===== src/rtl/core/sha256_pkg.sv =====
// shared types, constants and round table for the sha-256 stream hasher
package sha256_pkg;

    // controller states
    typedef enum logic [2:0] {
        ST_LOAD,
        ST_PAD,
        ST_LEN,
        ST_COMP,
        ST_ADD,
        ST_OUT
    } t_state;

    // controller to datapath commands
    typedef struct packed {
        logic       init;       // restart message state
        logic       wr_byte;    // write input byte into buffer
        logic       wr_pad;     // write pad byte (0x80 or zero) at fill
        logic       pad_first;  // pad byte is 0x80
        logic       wr_len;     // write length bytes 56..63
        logic       comp_start; // load working vars and schedule
        logic       round;      // run one round
        logic       add;        // fold working vars into chain
        logic       out_shift;  // rotate chain for output
    } t_cmd;

    // datapath to controller status
    typedef struct packed {
        logic [5:0] fill;
        logic       fill_wrap;  // fill is 63 (block full after write)
        logic [5:0] round_idx;
    } t_status;

    localparam logic [7:0] PAD_BYTE = 8'h80;
    localparam logic [5:0] LEN_POS = 6'd56;

    localparam logic [31:0] INIT_HASH [8] = '{
        32'h6a09e667, 32'hbb67ae85, 32'h3c6ef372, 32'ha54ff53a,
        32'h510e527f, 32'h9b05688c, 32'h1f83d9ab, 32'h5be0cd19
    };

    localparam logic [31:0] ROUND_K [64] = '{
        32'h428a2f98, 32'h71374491, 32'hb5c0fbcf, 32'he9b5dba5, 32'h3956c25b,
        32'h59f111f1, 32'h923f82a4, 32'hab1c5ed5, 32'hd807aa98, 32'h12835b01,
        32'h243185be, 32'h550c7dc3, 32'h72be5d74, 32'h80deb1fe, 32'h9bdc06a7,
        32'hc19bf174, 32'he49b69c1, 32'hefbe4786, 32'h0fc19dc6, 32'h240ca1cc,
        32'h2de92c6f, 32'h4a7484aa, 32'h5cb0a9dc, 32'h76f988da, 32'h983e5152,
        32'ha831c66d, 32'hb00327c8, 32'hbf597fc7, 32'hc6e00bf3, 32'hd5a79147,
        32'h06ca6351, 32'h14292967, 32'h27b70a85, 32'h2e1b2138, 32'h4d2c6dfc,
        32'h53380d13, 32'h650a7354, 32'h766a0abb, 32'h81c2c92e, 32'h92722c85,
        32'ha2bfe8a1, 32'ha81a664b, 32'hc24b8b70, 32'hc76c51a3, 32'hd192e819,
        32'hd6990624, 32'hf40e3585, 32'h106aa070, 32'h19a4c116, 32'h1e376c08,
        32'h2748774c, 32'h34b0bcb5, 32'h391c0cb3, 32'h4ed8aa4a, 32'h5b9cca4f,
        32'h682e6ff3, 32'h748f82ee, 32'h78a5636f, 32'h84c87814, 32'h8cc70208,
        32'h90befffa, 32'ha4506ceb, 32'hbef9a3f7, 32'hc67178f2
    };

    function automatic logic [31:0] rotr(input logic [31:0] x, input int n);
        rotr = (x >> n) | (x << (32 - n));
    endfunction

endpackage


===== src/rtl/core/sha256_datapath.sv =====
// sha-256 datapath: block buffer, schedule window, rounds, chain words
module sha256_datapath (
    input  logic                 i_clk,
    input  logic                 i_rst_n,
    input  sha256_pkg::t_cmd     i_cmd,
    input  logic [7:0]           i_data_byte,
    output sha256_pkg::t_status  o_status,
    output logic [31:0]          o_digest_word
);
    import sha256_pkg::*;

    logic [31:0] r_block [16];
    logic [31:0] n_block [16];
    logic [31:0] r_w [16];
    logic [31:0] r_chain [8];
    logic [31:0] r_v [8];
    logic [5:0]  r_fill;
    logic [63:0] r_bits;
    logic [5:0]  r_round;

    logic [7:0]  wr_data;
    logic        wr_en;
    logic [31:0] w_new, w_cur, s0, s1, t1, t2, sig0, sig1, ch, maj;

    assign wr_en   = i_cmd.wr_byte | i_cmd.wr_pad;
    assign wr_data = i_cmd.wr_byte ? i_data_byte :
                     (i_cmd.pad_first ? PAD_BYTE : 8'h00);

    // schedule word for this round
    always_comb begin
        s0    = rotr(r_w[1], 7) ^ rotr(r_w[1], 18) ^ (r_w[1] >> 3);
        s1    = rotr(r_w[14], 17) ^ rotr(r_w[14], 19) ^ (r_w[14] >> 10);
        w_new = r_w[0] + s0 + r_w[9] + s1;
        w_cur = (r_round < 6'd16) ? r_w[0] : w_new;
    end

    // round function
    always_comb begin
        sig1 = rotr(r_v[4], 6) ^ rotr(r_v[4], 11) ^ rotr(r_v[4], 25);
        ch   = (r_v[4] & r_v[5]) ^ (~r_v[4] & r_v[6]);
        t1   = r_v[7] + sig1 + ch + ROUND_K[r_round] + w_cur;
        sig0 = rotr(r_v[0], 2) ^ rotr(r_v[0], 13) ^ rotr(r_v[0], 22);
        maj  = (r_v[0] & r_v[1]) ^ (r_v[0] & r_v[2]) ^ (r_v[1] & r_v[2]);
        t2   = sig0 + maj;
    end

    // buffer contents with this cycle's byte or length write applied
    always_comb begin
        n_block = r_block;
        if (wr_en) begin
            unique case (r_fill[1:0])
                2'd0: n_block[r_fill[5:2]][31:24] = wr_data;
                2'd1: n_block[r_fill[5:2]][23:16] = wr_data;
                2'd2: n_block[r_fill[5:2]][15:8]  = wr_data;
                default: n_block[r_fill[5:2]][7:0] = wr_data;
            endcase
        end else if (i_cmd.wr_len) begin
            n_block[14] = r_bits[63:32];
            n_block[15] = r_bits[31:0];
        end
    end

    // block buffer, held as big-endian words
    always_ff @(posedge i_clk) begin
        r_block <= n_block;
    end

    // fill, bit count and round counter
    always_ff @(posedge i_clk) begin
        if (!i_rst_n || i_cmd.init) begin
            r_fill  <= '0;
            r_bits  <= '0;
            r_round <= '0;
        end else begin
            if (wr_en) r_fill <= r_fill + 6'd1;
            if (i_cmd.wr_len) r_fill <= '0;
            if (i_cmd.wr_byte) r_bits <= r_bits + 64'd8;
            if (i_cmd.comp_start) r_round <= '0;
            else if (i_cmd.round) r_round <= r_round + 6'd1;
        end
    end

    // schedule window rolls one word per round, loaded with the completed block
    always_ff @(posedge i_clk) begin
        if (i_cmd.comp_start) begin
            r_w <= n_block;
        end else if (i_cmd.round) begin
            for (int i = 0; i < 15; i++) r_w[i] <= r_w[i+1];
            r_w[15] <= w_cur;
        end
    end

    // working variables
    always_ff @(posedge i_clk) begin
        if (i_cmd.comp_start) begin
            r_v <= r_chain;
        end else if (i_cmd.round) begin
            r_v[7] <= r_v[6];
            r_v[6] <= r_v[5];
            r_v[5] <= r_v[4];
            r_v[4] <= r_v[3] + t1;
            r_v[3] <= r_v[2];
            r_v[2] <= r_v[1];
            r_v[1] <= r_v[0];
            r_v[0] <= t1 + t2;
        end
    end

    // chain words
    always_ff @(posedge i_clk) begin
        if (!i_rst_n || i_cmd.init) begin
            r_chain <= INIT_HASH;
        end else if (i_cmd.add) begin
            for (int i = 0; i < 8; i++) r_chain[i] <= r_chain[i] + r_v[i];
        end else if (i_cmd.out_shift) begin
            for (int i = 0; i < 7; i++) r_chain[i] <= r_chain[i+1];
            r_chain[7] <= r_chain[0];
        end
    end

    assign o_status.fill      = r_fill;
    assign o_status.fill_wrap = (r_fill == 6'd63);
    assign o_status.round_idx = r_round;
    assign o_digest_word      = r_chain[0];
endmodule


===== src/rtl/core/sha256_ctrl.sv =====
// sha-256 controller: byte loading, padding, compression, digest output
module sha256_ctrl (
    input  logic                 i_clk,
    input  logic                 i_rst_n,
    input  logic                 i_in_valid,
    output logic                 o_in_ready,
    input  logic                 i_byte_present,
    input  logic                 i_end_of_message,
    output logic                 o_out_valid,
    input  logic                 i_out_ready,
    output logic [2:0]           o_word_index,
    output logic                 o_last_word,
    output sha256_pkg::t_cmd     o_cmd,
    input  sha256_pkg::t_status  i_status
);
    import sha256_pkg::*;

    t_state     r_state, n_state;
    logic       r_final, n_final;   // compression belongs to final padding
    logic       r_len_done, n_len_done;
    logic [2:0] r_idx, n_idx;
    logic       acc;

    assign acc = i_in_valid && o_in_ready;

    // next state
    always_comb begin
        n_state    = r_state;
        n_final    = r_final;
        n_len_done = r_len_done;
        n_idx      = r_idx;
        unique case (r_state)
            ST_LOAD: begin
                if (acc) begin
                    n_final    = i_end_of_message;
                    n_len_done = 1'b0;
                    if (i_byte_present && i_status.fill_wrap) n_state = ST_COMP;
                    else if (i_end_of_message) n_state = ST_PAD;
                end
            end
            ST_PAD: begin
                // writes 0x80 first, then zeros
                if (i_status.fill == 6'd63) n_state = ST_COMP;
                else if (i_status.fill == LEN_POS - 6'd1) n_state = ST_LEN;
            end
            ST_LEN: begin
                n_len_done = 1'b1;
                n_state    = ST_COMP;
            end
            ST_COMP: begin
                if (i_status.round_idx == 6'd63) n_state = ST_ADD;
            end
            ST_ADD: begin
                if (!r_final) n_state = ST_LOAD;
                else if (r_len_done) begin
                    n_state = ST_OUT;
                    n_idx   = '0;
                end else n_state = ST_PAD;
            end
            ST_OUT: begin
                if (i_out_ready) begin
                    n_idx = r_idx + 3'd1;
                    if (r_idx == 3'd7) n_state = ST_LOAD;
                end
            end
            default: n_state = ST_LOAD;
        endcase
    end

    // pad byte is 0x80 only on the first pad write after the message
    logic r_pad_first, n_pad_first;
    always_comb begin
        n_pad_first = r_pad_first;
        if (r_state == ST_LOAD && acc) n_pad_first = 1'b1;
        else if (r_state == ST_PAD) n_pad_first = 1'b0;
    end

    // commands
    always_comb begin
        o_cmd            = '0;
        o_in_ready       = 1'b0;
        o_out_valid      = 1'b0;
        unique case (r_state)
            ST_LOAD: begin
                o_in_ready    = 1'b1;
                o_cmd.wr_byte = acc && i_byte_present;
            end
            ST_PAD: begin
                o_cmd.wr_pad    = 1'b1;
                o_cmd.pad_first = r_pad_first;
            end
            ST_LEN: o_cmd.wr_len = 1'b1;
            ST_COMP: o_cmd.round = 1'b1;
            ST_ADD: o_cmd.add = 1'b1;
            ST_OUT: begin
                o_out_valid     = 1'b1;
                o_cmd.out_shift = i_out_ready;
                o_cmd.init      = i_out_ready && (r_idx == 3'd7);
            end
            default: ;
        endcase
        o_cmd.comp_start = (r_state != ST_COMP) && (n_state == ST_COMP);
    end

    assign o_word_index = r_idx;
    assign o_last_word  = (r_idx == 3'd7);

    always_ff @(posedge i_clk) begin
        if (!i_rst_n) begin
            r_state     <= ST_LOAD;
            r_final     <= 1'b0;
            r_len_done  <= 1'b0;
            r_idx       <= '0;
            r_pad_first <= 1'b0;
        end else begin
            r_state     <= n_state;
            r_final     <= n_final;
            r_len_done  <= n_len_done;
            r_idx       <= n_idx;
            r_pad_first <= n_pad_first;
        end
    end
endmodule


===== src/rtl/core/sha256_stream_hasher_top.sv =====
// top level of the sha-256 stream hasher
// a byte item is taken while loading; the 64th byte of a block stalls input to compress
// (64 rounds of one shared round unit, then the chain add; schedule loads with the write)
// final item: up to 64 pad writes and one length write around one or two compressions,
// then eight digest items, one per cycle while the sink is ready
// synchronous active-low reset restores the initial hash and empties the buffer
module sha256_stream_hasher_top (
    input  logic        i_clk,
    input  logic        i_rst_n,
    input  logic        i_in_valid,
    output logic        o_in_ready,
    input  logic [7:0]  i_data_byte,
    input  logic        i_byte_present,
    input  logic        i_end_of_message,
    output logic        o_out_valid,
    input  logic        i_out_ready,
    output logic [31:0] o_digest_word,
    output logic [2:0]  o_word_index,
    output logic        o_last_word
);
    import sha256_pkg::*;

    t_cmd    cmd;
    t_status status;

    sha256_ctrl u_ctrl (
        .i_clk            (i_clk),
        .i_rst_n          (i_rst_n),
        .i_in_valid       (i_in_valid),
        .o_in_ready       (o_in_ready),
        .i_byte_present   (i_byte_present),
        .i_end_of_message (i_end_of_message),
        .o_out_valid      (o_out_valid),
        .i_out_ready      (i_out_ready),
        .o_word_index     (o_word_index),
        .o_last_word      (o_last_word),
        .o_cmd            (cmd),
        .i_status         (status)
    );

    sha256_datapath u_dp (
        .i_clk         (i_clk),
        .i_rst_n       (i_rst_n),
        .i_cmd         (cmd),
        .i_data_byte   (i_data_byte),
        .o_status      (status),
        .o_digest_word (o_digest_word)
    );
endmodule


===== config.mk =====
export PLATFORM = sky130hd
export DESIGN_NAME = sha256_stream_hasher_top
export DESIGN_NICKNAME = d
export VERILOG_FILES = /design/src/rtl/core/sha256_pkg.sv /design/src/rtl/core/sha256_datapath.sv /design/src/rtl/core/sha256_ctrl.sv /design/src/rtl/core/sha256_stream_hasher_top.sv
export SDC_FILE = /design/constraint.sdc
export NUM_CORES = 2
export LEC_CHECK = 0
export BUFFER_PORTS_ARGS = -buffer_cell sky130_fd_sc_hd__buf_2
export CORE_MARGIN = 2
export CORE_UTILIZATION = 35
export DETAILED_ROUTE_END_ITERATION = 10
export MAX_ROUTING_LAYER = met4
export PLACE_DENSITY = 0.47
export SLEW_MARGIN = 10
export SYNTH_ARGS = -nofsm -noshare
export SYNTH_HDL_FRONTEND = slang
export SYNTH_SLANG_ARGS = --single-unit

===== constraint.sdc =====
create_clock -name i_clk -period 24.5 [get_ports i_clk]
set_clock_uncertainty 0.1 [all_clocks]
set_input_delay 1.225 -clock i_clk [delete_from_list [all_inputs] [get_ports i_clk]]
set_output_delay 1.225 -clock i_clk [all_outputs]
set_load 0.05 [all_outputs]

==> results by stage <==
Placed design:
- The count of buffers added on input and output ports is 51.
- The congestion estimate from routability-driven global placement came to 0.942.
- Timing analysis after detailed placement gives a worst setup slack of 13.17 ns.
- The half-perimeter wire length of the detailed placement result is 248000 microns.

Pwr:
- The share of total power dissipated in sequential elements is 0.480.
- Of the total power, the share spent switching nets is 0.233.
- The worst-case IR drop observed on VDD is 68.5 uV.
- The internal power of the cells totals 0.00451 W.
- In this run the power density over the cells is 58.1 nW/um^2.
- The clock power share is 0.500.
- The share of total power in combinational logic is 0.020.
- The static leakage is 39.9 nW.
- The switching power total is 0.00137 W.

Clocking:
- The clock edge transition at the registers on the reported setup and hold paths is 0.06 ns.
- TritonCTS built the clock tree.
- The number of buffers created by CTS is 191.
- The clock reaches the later pin of the worst-skew pair after 0.88 ns.
- The number of instances resized during post-cts repair is 0.
- The worst-case clock buffer depth is 3.
- In this run, post-CTS hold repair placed 0 buffers.
- The number of setup buffers added after CTS is 0.
- The sink count of the clock tree is 1618.
- Clock tree synthesis selected as its root buffer the cell sky130_fd_sc_hd__clkbuf_16.
- The number of H-tree branching levels is 4.

Die:
- The die width is 515 microns.
- The placement row count is 187.
- The die height is 515 microns.
- The core region area is 260000 sq um.
- The area enclosed by the die boundary is 265000 sq um.
- 52 I/O pins were placed.
- The effective utilization at floorplan is 0.352.

Cells and area:
- In the final layout, the share of cells above drive strength 1 is 0.0595.
- The footprint of the multi-input gates is 47600 sq um.
- The final layout contains 10600 nets.
- The area growth from synthesis to layout is 10.6%.
- The area taken by flip-flops and latches is 40100 sq um.
- Fill cells in the final layout number 26200.
- Measured on the finished design, the core utilization comes to 0.389.

Global route:
- The first global-routing pass estimated 506000 microns of wire.
- The initial antenna violation count came to 6.
- The maximum number of pins on one net before global-route repair is 144.
- The total overflow left after global routing is 0.
- The met2 track utilization from global routing is 0.445.
- The met3 track demand over resource in global routing is 0.0276.
- The global router's overall resource usage is 0.265.
- In the global route stage, met1 resource usage came out at 0.317.
- The via count of the first global-routing pass is 72900.
- met2 is the most crowded layer.

Hold path:
- The number of instances on the worst hold path is 2.
- The worst min-delay path endpoint is u_dp.r_block[334]$_DFF_P_.
- The hold path startpoint is u_dp.r_block[334]$_DFF_P_.
- The path class of the tightest hold or removal check is reg -> reg.

Timing:
- Summed over all failing endpoints, the final setup total negative slack is 0 ns.
- The transition time at the pin with the least slew margin is 1.23 ns.
- Derived from the worst setup path, the maximum achievable clock frequency is 86.4 MHz.
- The max-slew violation count is 0.
- The worst max-slew margin expressed relative to the limit is 0.170.
- Setup repair after global routing left no endpoint under its margin.
- Of the available clock period, the critical path in the final layout requires 0.472.
- The number of hold violations in the final report was 0.
- Setup violations remaining at the end of the flow were counted as 0.
- The worst setup slack after layout is 12.92 ns.
- For the finished layout, the period the worst path requires is 11.58 ns.

Route:
- In this run the remaining antenna-violating nets after routing total 0.
- The detailed-router iteration count before antenna repair is 9.
- The routed via count divided by cell count is 5.51.
- After detailed routing, the number of remaining DRC violations is 0.
- In the final routed layout, each cell accounts on average for 25.8 microns.
- The routed wire length is 349000 microns.
- For this block, the via count after detailed routing is 74600.
- For this block, the initial DRC count from the detailed router was 6714.

Critical path:
- STA classifies the critical path startpoint as a register.
- The startpoint identified for the worst register-to-register timing path is u_dp.r_w[51]$_DFFE_PP_.
- The critical path in this run is classified as reg -> reg.
- The length in cells of the worst reg-to-reg path is 39.
- The highest fanout seen on the critical path is 5.
- The kind of capture point of the worst setup path is a register.
- The endpoint of the most critical register-to-register path is u_dp.r_v[255]$_DFFE_PP_.
- The worst setup slack for register-to-register paths is 12.92 ns.
- The cell with the largest stage delay on the worst path is sky130_fd_sc_hd__o41ai_1.
- The most common cell type on the critical path is sky130_fd_sc_hd__a21o_1.
- The endpoint arrival time on the critical path is 12.03 ns.
- The delay of the slowest cell on the worst path is 0.66 ns.
- The required time at the worst-slack endpoint is 24.95 ns.

Yosys:
- The synthesis warning total is 0.
- Counting flops with an async set or reset pin after synthesis yields a share of 0.
- After technology mapping, the gate count stands at 10200.
- Counting flops and latches in the post-synthesis netlist gives 1618.
- Of the synthesized area, sequential elements account for 0.438.
- Synthesis produced a netlist with a net count of 10800.
- The number of enable-type register cells in the synthesized netlist is 768.
- The mapped netlist covers 91400 sq um.
- The netlist uses 101 different library cells.
- For this run, the leading register cell type out of synthesis is sky130_fd_sc_hd__dfxtp_1.
- In this run the mean area of a mapped cell was 8.98 sq um.

Flow run:
- Across the run, the number of max-cap violations was 0.

Outcome:
- The run finished with clean final reports.
[how the worst max path moves through the flow]
stage                                            start                           end  slack, ns
final                           u_dp.r_w[51]$_DFFE_PP_       u_dp.r_v[255]$_DFFE_PP_      12.92
after global routing      u_dp.r_round[0]$_SDFFE_PP0P_       u_dp.r_v[255]$_DFFE_PP_      12.34
after CTS                 u_dp.r_round[0]$_SDFFE_PP0P_       u_dp.r_v[255]$_DFFE_PP_      13.12
after detailed placement        u_dp.r_w[53]$_DFFE_PP_       u_dp.r_v[255]$_DFFE_PP_      13.17
after global placement    u_dp.r_round[0]$_SDFFE_PP0P_       u_dp.r_v[255]$_DFFE_PP_      13.13
after floorplan           u_ctrl.r_state[0]$_SDFF_PN0_  u_dp.r_round[4]$_SDFFE_PP0P_       6.25
[per-stage QoR]
stage	hold slack, ns	total power (W)	instances	area [sq um]
after floorplan	0.323	0.00294	10200	91400
after global placement	0.342	0.00300	13200	94600
after detailed placement	0.346	0.00300	13200	94600
after CTS	0.362	0.00594	13500	101000
after global routing	0.377	0.00604	13500	101000
final	0.364	0.00588	13500	101000
[power by group through the flow]
stage | clock, W | combinational (W) | sequential (W)
floorplan | 0 | 0.0000607 | 0.00288
finish | 0.00294 | 0.000116 | 0.00282
CTS | 0.00300 | 0.000116 | 0.00282
global route | 0.00310 | 0.000123 | 0.00282
global placement | 0 | 0.000115 | 0.00288
detailed placement | 0 | 0.000116 | 0.00288
[state kept, by name (all words and copies together), names as in the netlist, 3 cells and up]
signal               cells
u_dp.r_block           512
u_ctrl.o_word_index      3
u_dp.r_bits             61
u_dp.r_chain           224
u_dp.r_fill              6
u_dp.r_w               512
u_dp.r_v               256
u_dp.o_digest_word      32
u_ctrl.r_state           3
u_dp.r_round             6
[cell usage in the layout, fill, tap and decap left out, drive strengths merged, types with 65 or more instances in the layout]
cell    instances
mux2i          69
nand3         110
a21o          203
clkinv         65
dfxtp         850
ha            408
a222oi         99
nor3           82
a22o          141
xor2          224
inv           385
o21ai         888
xnor2         393
fa            197
a221oi        131
nand2        2742
a21oi         405
buf           179
edfxtp        768
nor2          515
clkbuf        279
[cell usage after synthesis (33+ instances only)]
master                        n  area (sq um)
sky130_fd_sc_hd__nand3_1    109           546
sky130_fd_sc_hd__o22ai_1     40           250
sky130_fd_sc_hd__ha_1       408          5100
sky130_fd_sc_hd__nor2_1     511          1920
sky130_fd_sc_hd__nand2_1   2742         10300
sky130_fd_sc_hd__a22o_1     141          1230
sky130_fd_sc_hd__o21a_1      64           480
sky130_fd_sc_hd__mux2_2      39           439
sky130_fd_sc_hd__dfxtp_1    850         17000
sky130_fd_sc_hd__xnor2_1    393          3440
sky130_fd_sc_hd__clkbuf_1   419          1570
sky130_fd_sc_hd__a221oi_1   128          1120
sky130_fd_sc_hd__nor3_1      80           400
sky130_fd_sc_hd__o21ai_0    830          4150
sky130_fd_sc_hd__edfxtp_1   768         23100
sky130_fd_sc_hd__a221o_1     44           440
sky130_fd_sc_hd__a22oi_1     41           308
sky130_fd_sc_hd__buf_1       40           150
sky130_fd_sc_hd__xor2_1     224          1960
sky130_fd_sc_hd__a211oi_1    49           368
sky130_fd_sc_hd__buf_2      105           526
sky130_fd_sc_hd__buf_4       33           248
sky130_fd_sc_hd__mux2i_1     69           691
sky130_fd_sc_hd__a222oi_1    99           991
sky130_fd_sc_hd__a21o_1     203          1520
sky130_fd_sc_hd__o21bai_1    54           405
sky130_fd_sc_hd__a31oi_1     49           307
sky130_fd_sc_hd__nor2b_1     58           363
sky130_fd_sc_hd__o21ai_1     56           280
sky130_fd_sc_hd__nand4_1     42           263
sky130_fd_sc_hd__o211ai_1    40           300
sky130_fd_sc_hd__o31ai_1     36           270
sky130_fd_sc_hd__inv_1      382          1430
sky130_fd_sc_hd__a21oi_1    404          2020
sky130_fd_sc_hd__nand2b_1    56           350
sky130_fd_sc_hd__and3_1      45           282
sky130_fd_sc_hd__fa_1       197          3940
[worst max-delay path, delay by kind of cell, from the launching register on]
family	cells	cell delay [ns]
AO/OA/AOI/OAI	20	5.63
adder cells (fa/ha/maj)	8	3.33
XOR/XNOR	5	1.14
flip-flops	1	0.48
AND/OR/NAND/NOR	3	0.35
buffers and inverters	3	0.23
[final cells by class]
class                           count  share of cell area
Inverter                          383              0.0143
Timing Repair Buffer              179              0.0125
Antenna cell                        7            0.000173
Tap cell                         3402              0.0421
Sequential cell                  1618               0.396
Clock inverter                     84              0.0100
Multi-Input combinational cell   7578               0.470
Clock buffer                      279              0.0541
[per-layer routing]
layer	routed length, microns	share of wire	vias up
li1	-	-	35100
met1	144000	0.41	36700
met2	171000	0.49	2146
met3	15000	0.043	634
met4	19600	0.056	0
met5	0	0	-
[cell families after synthesis]
| family | synth area share |
|---|---|
| multiplexers | 0.0136 |
| flip-flops | 0.438 |
| XOR/XNOR | 0.0593 |
| buffers and inverters | 0.0432 |
| AND/OR/NAND/NOR | 0.168 |
| adder cells (fa/ha/maj) | 0.101 |
| AO/OA/AOI/OAI | 0.177 |
Note: power is estimated with default switching activity, not from simulation.
